File: src/design/dtbp_pkg.sv
// Package for the two-bit DNA packer: constants, result kind codes,
// base decode function and the push control struct.
// No dependencies.
package dtbp_pkg;

  // Default width of positions and counts
  localparam int POS_WIDTH_DEF = 31;

  // Result kind codes
  localparam logic KIND_BYTE  = 1'b0;
  localparam logic KIND_RANGE = 1'b1;

  // Two-bit base codes
  localparam logic [1:0] CODE_A = 2'd0;
  localparam logic [1:0] CODE_C = 2'd1;
  localparam logic [1:0] CODE_G = 2'd2;
  localparam logic [1:0] CODE_T = 2'd3;

  // Fill level at which a byte is complete (four bases, 0..3)
  localparam logic [1:0] LAST_SLOT = 2'd3;

  typedef struct packed {
    logic       ok;
    logic [1:0] code;
  } base_t;

  // Core to output queue: load marks a consumed item, first/second
  // mark how many results it left
  typedef struct packed {
    logic load;
    logic first;
    logic second;
  } push_t;

  // Decode one ASCII character into a base code
  function automatic base_t base_code(input logic [7:0] ch);
    base_t b;
    b.ok   = 1'b1;
    b.code = CODE_A;
    case (ch) inside
      8'h41, 8'h61: b.code = CODE_A;
      8'h43, 8'h63: b.code = CODE_C;
      8'h47, 8'h67: b.code = CODE_G;
      8'h54, 8'h74: b.code = CODE_T;
      default:      b.ok   = 1'b0;
    endcase
    return b;
  endfunction

endpackage

File: src/design/dtbp_if.sv
// Channel interfaces of the two-bit DNA packer: character input and
// result output, valid/ready handshake. Depends on dtbp_pkg.
interface dtbp_in_if;
  logic       valid;
  logic       ready;
  logic [7:0] base_char;
  logic       is_final;

  modport source (output valid, base_char, is_final, input ready);
  modport sink   (input valid, base_char, is_final, output ready);
endinterface

interface dtbp_out_if #(
  parameter int POS_WIDTH = dtbp_pkg::POS_WIDTH_DEF
);
  logic                 valid;
  logic                 ready;
  logic                 kind;
  logic [7:0]           packed_byte;
  logic [POS_WIDTH-1:0] run_start;
  logic [POS_WIDTH-1:0] run_end;
  logic [POS_WIDTH-1:0] valid_total;
  logic                 end_of_run;

  modport source (output valid, kind, packed_byte, run_start, run_end, valid_total,
                  end_of_run, input ready);
  modport sink   (input valid, kind, packed_byte, run_start, run_end, valid_total,
                  end_of_run, output ready);
endinterface

File: src/design/dtbp_in_reg.sv
// Input register of the two-bit DNA packer: holds one character until
// the core takes it. Uses dtbp_in_if.
module dtbp_in_reg (
  input  logic       clk,
  input  logic       rst_n,
  dtbp_in_if.sink    in_if,
  input  logic       take,
  output logic       item_vld,
  output logic [7:0] item_char,
  output logic       item_final
);

  logic       vld_r;
  logic [7:0] char_r;
  logic       fin_r;

  // Free when empty or when the held item leaves this cycle
  assign in_if.ready = !vld_r || take;

  // Load on transfer, drop when taken
  always_ff @(posedge clk) begin
    if (!rst_n) begin
      vld_r <= 1'b0;
    end else if (in_if.ready) begin
      vld_r <= in_if.valid;
    end
  end

  always_ff @(posedge clk) begin
    if (in_if.valid && in_if.ready) begin
      char_r <= in_if.base_char;
      fin_r  <= in_if.is_final;
    end
  end

  assign item_vld   = vld_r;
  assign item_char  = char_r;
  assign item_final = fin_r;

endmodule

File: src/design/dtbp_core.sv
// Packing core: sequence state, base packing, run tracking and final
// flush. Produces up to two results per item. Uses dtbp_pkg.
module dtbp_core #(
  parameter int POS_WIDTH = dtbp_pkg::POS_WIDTH_DEF,
  localparam int ResW = 3 * POS_WIDTH + 10
) (
  input  logic            clk,
  input  logic            rst_n,
  input  logic            take,
  input  logic [7:0]      base_char,
  input  logic            is_final,
  output dtbp_pkg::push_t push,
  output logic [ResW-1:0] res0,
  output logic [ResW-1:0] res1
);

  typedef struct packed {
    logic                 kind;
    logic [7:0]           packed_byte;
    logic [POS_WIDTH-1:0] run_start;
    logic [POS_WIDTH-1:0] run_end;
    logic [POS_WIDTH-1:0] valid_total;
    logic                 end_of_run;
  } res_t;

  logic [7:0]           buf_r, buf_nxt;
  logic [1:0]           cnt_r, cnt_nxt;
  logic [POS_WIDTH-1:0] pos_r, pos_nxt;
  logic [POS_WIDTH-1:0] ors_r, ors_nxt;
  logic [POS_WIDTH-1:0] vcnt_r, vcnt_nxt;

  dtbp_pkg::base_t      bc;
  logic [POS_WIDTH-1:0] pos_inc;
  logic [7:0]           buf_sh;
  res_t                 emit [4];
  logic [3:0]           emit_vld;
  res_t                 r0, r1;
  logic                 n_two;

  // Step the sequence state for one character
  always_comb begin
    bc       = dtbp_pkg::base_code(base_char);
    pos_inc  = pos_r + POS_WIDTH'(1);
    buf_sh   = {buf_r[5:0], bc.code};
    buf_nxt  = buf_r;
    cnt_nxt  = cnt_r;
    pos_nxt  = pos_inc;
    ors_nxt  = ors_r;
    vcnt_nxt = vcnt_r;
    emit_vld = '0;
    for (int i = 0; i < 4; i++) begin
      emit[i] = '0;
    end

    // The character itself: close a run, or pack a base
    if (!bc.ok) begin
      if (ors_r != pos_r) begin
        emit_vld[0]       = 1'b1;
        emit[0].kind      = dtbp_pkg::KIND_RANGE;
        emit[0].run_start = ors_r;
        emit[0].run_end   = pos_r;
      end
      ors_nxt = pos_inc;
    end else begin
      vcnt_nxt = vcnt_r + POS_WIDTH'(1);
      if (cnt_r == dtbp_pkg::LAST_SLOT) begin
        emit_vld[0]         = 1'b1;
        emit[0].kind        = dtbp_pkg::KIND_BYTE;
        emit[0].packed_byte = buf_sh;
        buf_nxt             = '0;
        cnt_nxt             = '0;
      end else begin
        buf_nxt = buf_sh;
        cnt_nxt = cnt_r + 2'd1;
      end
    end

    // Final flush: padded byte, open run, or an empty record
    if (is_final) begin
      emit[1].kind = dtbp_pkg::KIND_BYTE;
      case (cnt_nxt)
        2'd1:    emit[1].packed_byte = {buf_nxt[1:0], 6'b0};
        2'd2:    emit[1].packed_byte = {buf_nxt[3:0], 4'b0};
        2'd3:    emit[1].packed_byte = {buf_nxt[5:0], 2'b0};
        default: emit[1].packed_byte = '0;
      endcase
      emit_vld[1] = (cnt_nxt != 2'd0);
      if (ors_nxt != pos_inc) begin
        emit_vld[2]       = 1'b1;
        emit[2].kind      = dtbp_pkg::KIND_RANGE;
        emit[2].run_start = ors_nxt;
        emit[2].run_end   = pos_inc;
      end
      emit_vld[3]       = !(emit_vld[0] || emit_vld[1] || emit_vld[2]);
      emit[3].kind      = dtbp_pkg::KIND_RANGE;
      emit[3].run_start = pos_inc;
      emit[3].run_end   = pos_inc;
      buf_nxt  = '0;
      cnt_nxt  = '0;
      pos_nxt  = '0;
      ors_nxt  = '0;
    end

    for (int i = 0; i < 4; i++) begin
      emit[i].valid_total = vcnt_nxt;
    end
  end

  // Compact the candidates into two result slots; on a final item, mark the last one
  always_comb begin
    if (emit_vld[0]) begin
      r0 = emit[0];
      r1 = emit_vld[1] ? emit[1] : (emit_vld[2] ? emit[2] : emit[3]);
    end else if (emit_vld[1]) begin
      r0 = emit[1];
      r1 = emit_vld[2] ? emit[2] : emit[3];
    end else begin
      r0 = emit_vld[2] ? emit[2] : emit[3];
      r1 = emit[3];
    end
    n_two = (32'($countones(emit_vld)) > 32'd1);
    if (is_final) begin
      if (n_two) begin
        r1.end_of_run = 1'b1;
      end else begin
        r0.end_of_run = 1'b1;
      end
    end
  end

  assign push.load   = take;
  assign push.first  = take && (emit_vld != 4'b0);
  assign push.second = take && n_two;
  assign res0        = r0;
  assign res1        = r1;

  // Hold state, advance on each taken character
  always_ff @(posedge clk) begin
    if (!rst_n) begin
      buf_r  <= '0;
      cnt_r  <= '0;
      pos_r  <= '0;
      ors_r  <= '0;
      vcnt_r <= '0;
    end else if (take) begin
      buf_r  <= buf_nxt;
      cnt_r  <= cnt_nxt;
      pos_r  <= pos_nxt;
      ors_r  <= ors_nxt;
      vcnt_r <= (is_final) ? '0 : vcnt_nxt;
    end
  end

endmodule

File: src/design/dtbp_out_queue.sv
// Two-slot result register of the two-bit DNA packer: takes up to two
// results at once and presents them one per transfer. Uses dtbp_pkg.
module dtbp_out_queue #(
  parameter int DataWidth = 3 * dtbp_pkg::POS_WIDTH_DEF + 10
) (
  input  logic                 clk,
  input  logic                 rst_n,
  input  dtbp_pkg::push_t      push,
  input  logic [DataWidth-1:0] d0,
  input  logic [DataWidth-1:0] d1,
  input  logic                 out_ready,
  output logic                 room,
  output logic                 head_vld,
  output logic [DataWidth-1:0] head
);

  logic                 v0_r, v1_r;
  logic [DataWidth-1:0] s0_r, s1_r;
  logic                 pop;

  // Room for a new item when the queue is empty or drains this cycle
  assign pop  = v0_r && out_ready;
  assign room = !v0_r || (pop && !v1_r);

  // Load both slots on a new item, shift on a transfer
  always_ff @(posedge clk) begin
    if (!rst_n) begin
      v0_r <= 1'b0;
      v1_r <= 1'b0;
    end else if (push.load) begin
      v0_r <= push.first;
      v1_r <= push.second;
    end else if (pop) begin
      v0_r <= v1_r;
      v1_r <= 1'b0;
    end
  end

  always_ff @(posedge clk) begin
    if (push.load) begin
      s0_r <= d0;
      s1_r <= d1;
    end else if (pop) begin
      s0_r <= s1_r;
    end
  end

  assign head_vld = v0_r;
  assign head     = s0_r;

endmodule

File: src/design/dna_two_bit_packer.sv
// Top level of the two-bit DNA packer. Depends on dtbp_pkg, dtbp_if,
// dtbp_in_reg, dtbp_core and dtbp_out_queue.
//
//   channel  | direction | payload
//   in_if    | sink      | base_char[7:0], is_final
//   out_if   | source    | kind, packed_byte[7:0], run_start, run_end,
//            |           | valid_total (POS_WIDTH each), end_of_run
//
// One character per cycle enters the input register while the core takes
// the held one; the core handles it from there and loads up to two results
// into the two-slot output register. Items with one or no result sustain one
// per cycle while out_if.ready is high; an item with two results holds the
// next item until its second result is leaving through the single output port.
// Reset (synchronous, rst_n low) clears all sequence state; a final
// character also returns the state to reset. Output stalls back up into
// the input register and then to in_if.ready.
module dna_two_bit_packer #(
  parameter int POS_WIDTH = dtbp_pkg::POS_WIDTH_DEF
) (
  input  logic       clk,
  input  logic       rst_n,
  dtbp_in_if.sink    in_if,
  dtbp_out_if.source out_if
);

  localparam int ResW = 3 * POS_WIDTH + 10;

  typedef struct packed {
    logic                 kind;
    logic [7:0]           packed_byte;
    logic [POS_WIDTH-1:0] run_start;
    logic [POS_WIDTH-1:0] run_end;
    logic [POS_WIDTH-1:0] valid_total;
    logic                 end_of_run;
  } res_t;

  logic            item_vld;
  logic [7:0]      item_char;
  logic            item_final;
  logic            room;
  logic            take;
  dtbp_pkg::push_t push;
  logic [ResW-1:0] res0, res1, head;
  logic            head_vld;
  res_t            head_res;

  // Hand the held character to the core when the output register has room
  assign take = item_vld && room;

  dtbp_in_reg u_in_reg (
    .clk        (clk),
    .rst_n      (rst_n),
    .in_if      (in_if),
    .take       (take),
    .item_vld   (item_vld),
    .item_char  (item_char),
    .item_final (item_final)
  );

  dtbp_core #(
    .POS_WIDTH (POS_WIDTH)
  ) u_core (
    .clk       (clk),
    .rst_n     (rst_n),
    .take      (take),
    .base_char (item_char),
    .is_final  (item_final),
    .push      (push),
    .res0      (res0),
    .res1      (res1)
  );

  dtbp_out_queue #(
    .DataWidth (ResW)
  ) u_out_queue (
    .clk       (clk),
    .rst_n     (rst_n),
    .push      (push),
    .d0        (res0),
    .d1        (res1),
    .out_ready (out_if.ready),
    .room      (room),
    .head_vld  (head_vld),
    .head      (head)
  );

  // Drive the result channel from the head slot
  assign head_res           = head;
  assign out_if.valid       = head_vld;
  assign out_if.kind        = head_res.kind;
  assign out_if.packed_byte = head_res.packed_byte;
  assign out_if.run_start   = head_res.run_start;
  assign out_if.run_end     = head_res.run_end;
  assign out_if.valid_total = head_res.valid_total;
  assign out_if.end_of_run  = head_res.end_of_run;

  // Packed bytes carry no range
  a_byte_no_range: assert property (@(posedge clk) disable iff (!rst_n)
    head_vld && head_res.kind == dtbp_pkg::KIND_BYTE
    |-> head_res.run_start == '0 && head_res.run_end == '0)
    else $error("packed byte result carries a range");

  // Range records carry no byte
  a_range_no_byte: assert property (@(posedge clk) disable iff (!rst_n)
    head_vld && head_res.kind == dtbp_pkg::KIND_RANGE |-> head_res.packed_byte == '0)
    else $error("range record carries a packed byte");

  // Only the closing record of a sequence may be an empty range
  a_empty_only_last: assert property (@(posedge clk) disable iff (!rst_n)
    head_vld && head_res.kind == dtbp_pkg::KIND_RANGE && !head_res.end_of_run
    |-> head_res.run_start != head_res.run_end)
    else $error("empty range record before end of sequence");

  // The second result slot is filled only together with the first
  a_push_compact: assert property (@(posedge clk) disable iff (!rst_n)
    push.second |-> push.first && push.load)
    else $error("second result pushed without the first");

endmodule
File: src/flat_wrapper.sv
// flat-port wrapper written by rule: the top's interface ports become plain ports
module dna_two_bit_packer_flat 
#(
  parameter int POS_WIDTH = dtbp_pkg::POS_WIDTH_DEF
)
  (clk, rst_n, in_if_valid, in_if_base_char, in_if_is_final, in_if_ready, out_if_valid, out_if_kind, out_if_packed_byte, out_if_run_start, out_if_run_end, out_if_valid_total, out_if_end_of_run, out_if_ready);
  dtbp_in_if in_if_i ();
  dtbp_out_if #(.POS_WIDTH(POS_WIDTH)) out_if_i ();
  input  logic clk;
  input  logic rst_n;
  input wire logic [$bits(in_if_i.valid)-1:0] in_if_valid;
  input wire logic [$bits(in_if_i.base_char)-1:0] in_if_base_char;
  input wire logic [$bits(in_if_i.is_final)-1:0] in_if_is_final;
  output wire logic [$bits(in_if_i.ready)-1:0] in_if_ready;
  output wire logic [$bits(out_if_i.valid)-1:0] out_if_valid;
  output wire logic [$bits(out_if_i.kind)-1:0] out_if_kind;
  output wire logic [$bits(out_if_i.packed_byte)-1:0] out_if_packed_byte;
  output wire logic [$bits(out_if_i.run_start)-1:0] out_if_run_start;
  output wire logic [$bits(out_if_i.run_end)-1:0] out_if_run_end;
  output wire logic [$bits(out_if_i.valid_total)-1:0] out_if_valid_total;
  output wire logic [$bits(out_if_i.end_of_run)-1:0] out_if_end_of_run;
  input wire logic [$bits(out_if_i.ready)-1:0] out_if_ready;
  assign in_if_i.valid = in_if_valid;
  assign in_if_i.base_char = in_if_base_char;
  assign in_if_i.is_final = in_if_is_final;
  assign in_if_ready = in_if_i.ready;
  assign out_if_valid = out_if_i.valid;
  assign out_if_kind = out_if_i.kind;
  assign out_if_packed_byte = out_if_i.packed_byte;
  assign out_if_run_start = out_if_i.run_start;
  assign out_if_run_end = out_if_i.run_end;
  assign out_if_valid_total = out_if_i.valid_total;
  assign out_if_end_of_run = out_if_i.end_of_run;
  assign out_if_i.ready = out_if_ready;
  dna_two_bit_packer #(.POS_WIDTH(POS_WIDTH)) u_core (.clk(clk), .rst_n(rst_n), .in_if(in_if_i), .out_if(out_if_i));
endmodule
File: config.mk
export PLATFORM = sky130hd
export DESIGN_NAME = dna_two_bit_packer_flat
export DESIGN_NICKNAME = d
export VERILOG_FILES = /design/src/design/dtbp_pkg.sv /design/src/design/dtbp_if.sv /design/src/design/dtbp_in_reg.sv /design/src/design/dtbp_core.sv /design/src/design/dtbp_out_queue.sv /design/src/design/dna_two_bit_packer.sv /design/src/flat_wrapper.sv
export SDC_FILE = /design/constraint.sdc
export NUM_CORES = 1
export LEC_CHECK = 0
export CORE_UTILIZATION = 64
export CTS_BUF_LIST = sky130_fd_sc_hd__clkbuf_16
export DETAILED_ROUTE_END_ITERATION = 8
export DONT_BUFFER_PORTS = 1
export PLACE_DENSITY = 0.8
export SLEW_MARGIN = 25
export SYNTH_ARGS = -nofsm -noshare
export SYNTH_HDL_FRONTEND = slang
export SYNTH_SLANG_ARGS = --single-unit
File: constraint.sdc
create_clock -name clk -period 6.7 [get_ports clk]
set_input_delay 0.67 -clock clk [delete_from_list [all_inputs] [get_ports clk]]
set_output_delay 0.67 -clock clk [all_outputs]
set_load 0.05 [all_outputs]
==> flow_summary.ini <==
[outcome]
status = finished, final reports clean

[drt]
wire_per_inst_um = 21.3
drt-pass1-iter-count = 5
drcViolationCount = 0
vias_per_cell = 6.55
ant_nets = 0
vias = 12453
wl_mm = 40.5
first_iter_violations = 1595

[critical_path]
arrival_ns = 5.45
worstSetupPathType = reg2reg
start_kind = flop
path_max_fanout = 17
end_kind = flop
cp_data_required_time_ns = 7.12

[grt]
overflow = 0
grt_usage_pct = 31.8
grt_max_degree = 89
antenna_found_initial = 0
grt_pass1_vias = 11610
grt_pass1_wl_mm = 64.0

[synth]
synth_area_leaders = edfxtp_1 (40%), dfxtp_1 (13%), nor2_1 (7.1%)
synth_cell_types = 74
yosys_warnings = 0
synthTopCellsByCount = nor2_1 (301), edfxtp_1 (212), nand2_1 (155)
synth_flop_cell = edfxtp_1
synth.most_common_cell = nor2_1
syn_inst = 1631
syn_nets = 1648
synth_edf_count = 212
synth_top_area_share_pct = 40.3
ys_async_sr_fraction_pct = 0
ys_seq_area_share_pct = 53.4
netlist_area_mm2 = 0.0158
synth.avg_cell_area_um2 = 9.70
synth_top_cell_by_area = edfxtp_1
ys_seq_elements = 316

[place]
place_ws_ns = 1.82
dpl.hpwl_mm = 24.8
globalplace.congestion = 0.912
io_buffers = 0

[sta]
fmax_mhz = 199
period_share_pct = 75.0
worst_slew_pin_slew_ns = 1.07
hold_viol = 0
post-route-min-period_ns = 5.02
finalMaxSlewViolations = 0
fin_skew_ns = 0.0164
rsz0062_at_grt = false
finalSetupViolations = 0
timing.slew.headroom_pct = 28.3
setup_slack_ns = 1.68
setup-tns-final_ns = 0

[finish]
final_nets = 1570
area_growth_pct = 7.08
drive_gt1_share_pct = 6.40
n_antenna_cell = 0

[clock_network]
clk_path_buf_depth = 3
clockRootBuffer = clkbuf_16
cts_tree = yes
holdBufCountCts = 0
cts_sinks = 316
cts_resized = 0
cts_setup_buffers = 0
cts_made_buffers = 31
clk_pin_slew_ns = 0.07
h-tree-depth = 1
insertion_delay_ns = 0.58

[die]
die_w_um = 159
pin_count = 118
num_rows = 57
start_util_pct = 65.2
core_area_mm2 = 0.0242
die_area_mm2 = 0.0253
die_h_um = 159

[power]
seq_power_share_pct = 53.4
swShare_pct = 25.8
leakagePower_nw = 5.97
comb_power_share_pct = 6.3
p_per_area_mw_per_mm2 = 254
clock_power_share_pct = 40.2
ir_drop_mv = 0.244
p_int_mw = 3.20
p_sw_mw = 1.11

[job]
cap_violations = 0

[hold_path]
holdCritPathClass = in2reg
power by group through the flow:
stage	Clock, mW	Sequential, mW	Combinational (mW)
after detailed placement	0	2.34	0.264
after CTS	1.75	2.30	0.267
after floorplan	0	2.34	0.176
after global routing	1.82	2.31	0.292
final	1.73	2.30	0.273
after global placement	0	2.34	0.257
critical path, stage by stage, from the launching register on:
cell and delay, ns:
dfxtp_1 0.53, ha_1 0.50, nand3_1 0.28, nor3_1 0.68
nand4_1 0.28, or2_1 0.34, a211oi_1 0.25, nand4_1 0.17
or3_1 0.68, a21oi_1 0.28, fa_1 0.47, a311o_1 0.29
o21ai_1 0.11
layout make-up:
cell class,count,area [um^2]
clock buffers,32,801
multi-input cells,1158,6790
inverters,22,87.6
repair buffers,24,180
flip-flops and latches,316,8450
fillers,1829,7310
clock inverters,26,220
well taps,324,405
layer usage:
metal / GRT usage [%] / vias to the layer above / part of all wire (%)
li1: - / 5765 / -
met1: 44.7 / 5982 / 42
met2: 49.8 / 633 / 46
met3: 6.04 / 73 / 9.8
met4: 10.4 / 0 / 2.5
met5: 0 / - / 0
state kept, by name, summed over array words and instances, names as in the netlist, 2 cells and up:
register / count
u_core.u_out_queue.head: 103
u_core.u_core.buf_r: 6
u_core.u_core.pos_r: 31
u_core.u_core.vcnt_r: 31
u_core.u_in_reg.item_char: 7
u_core.u_core.cnt_r: 2
u_core.u_out_queue.s1_r: 101
u_core.u_core.ors_r: 31
kinds of logic (layout without fill, tap and decap cells):
group,Yosys count,in the layout,synth area share (%)
buf+inv,157,104,4.00
mux,9,9,0.593
compound gates,339,339,14.7
flops,316,316,53.4
fa+ha+maj,4,4,0.364
simple gates,686,686,20.1
xor+xnor,120,120,6.74
cell usage in the layout, fill, tap and decap left out, types with 24 or more instances in the layout:
cell and count:
edfxtp_1 212, dfxtp_1 104, nand3_1 52, a21oi_1 82, and3_1 27, xor2_1 42, nor3_1 37, o21ai_0 57
clkbuf_16 32, nand2_1 153, xnor2_1 77, inv_1 26, buf_4 24, a22oi_1 50, nor2_1 297
final timing paths:
check	depth (start not counted)	end	from	slack (ns)
setup / recovery	12	u_core.u_out_queue.head[0]	u_core.u_core.pos_r[1]	1.68
setup reg to reg	12	u_core.u_out_queue.head[0]	u_core.u_core.pos_r[1]	1.68
hold reg to reg	2	u_core.u_core.vcnt_r[25]	u_core.u_core.vcnt_r[25]	0.50
hold / removal	0	u_core.u_in_reg.item_char[4]	in_if_base_char[4]	0.19
metrics by stage:
step / total power, mW / std cells / hold WS (ns) / cell area, um^2 / utilization, %
after floorplan: 2.52 / 1631 / 0.467 / 15800 / -
after global placement: 2.60 / 1844 / 0.483 / 15900 / 65.6
after detailed placement: 2.61 / 1844 / 0.499 / 15900 / 65.6
after CTS: 4.32 / 1902 / 0.175 / 16900 / 69.8
after global routing: 4.42 / 1902 / 0.173 / 16900 / 69.8
final: 4.31 / 1902 / 0.193 / 16900 / 69.8
(Power assumes the default switching activity.)
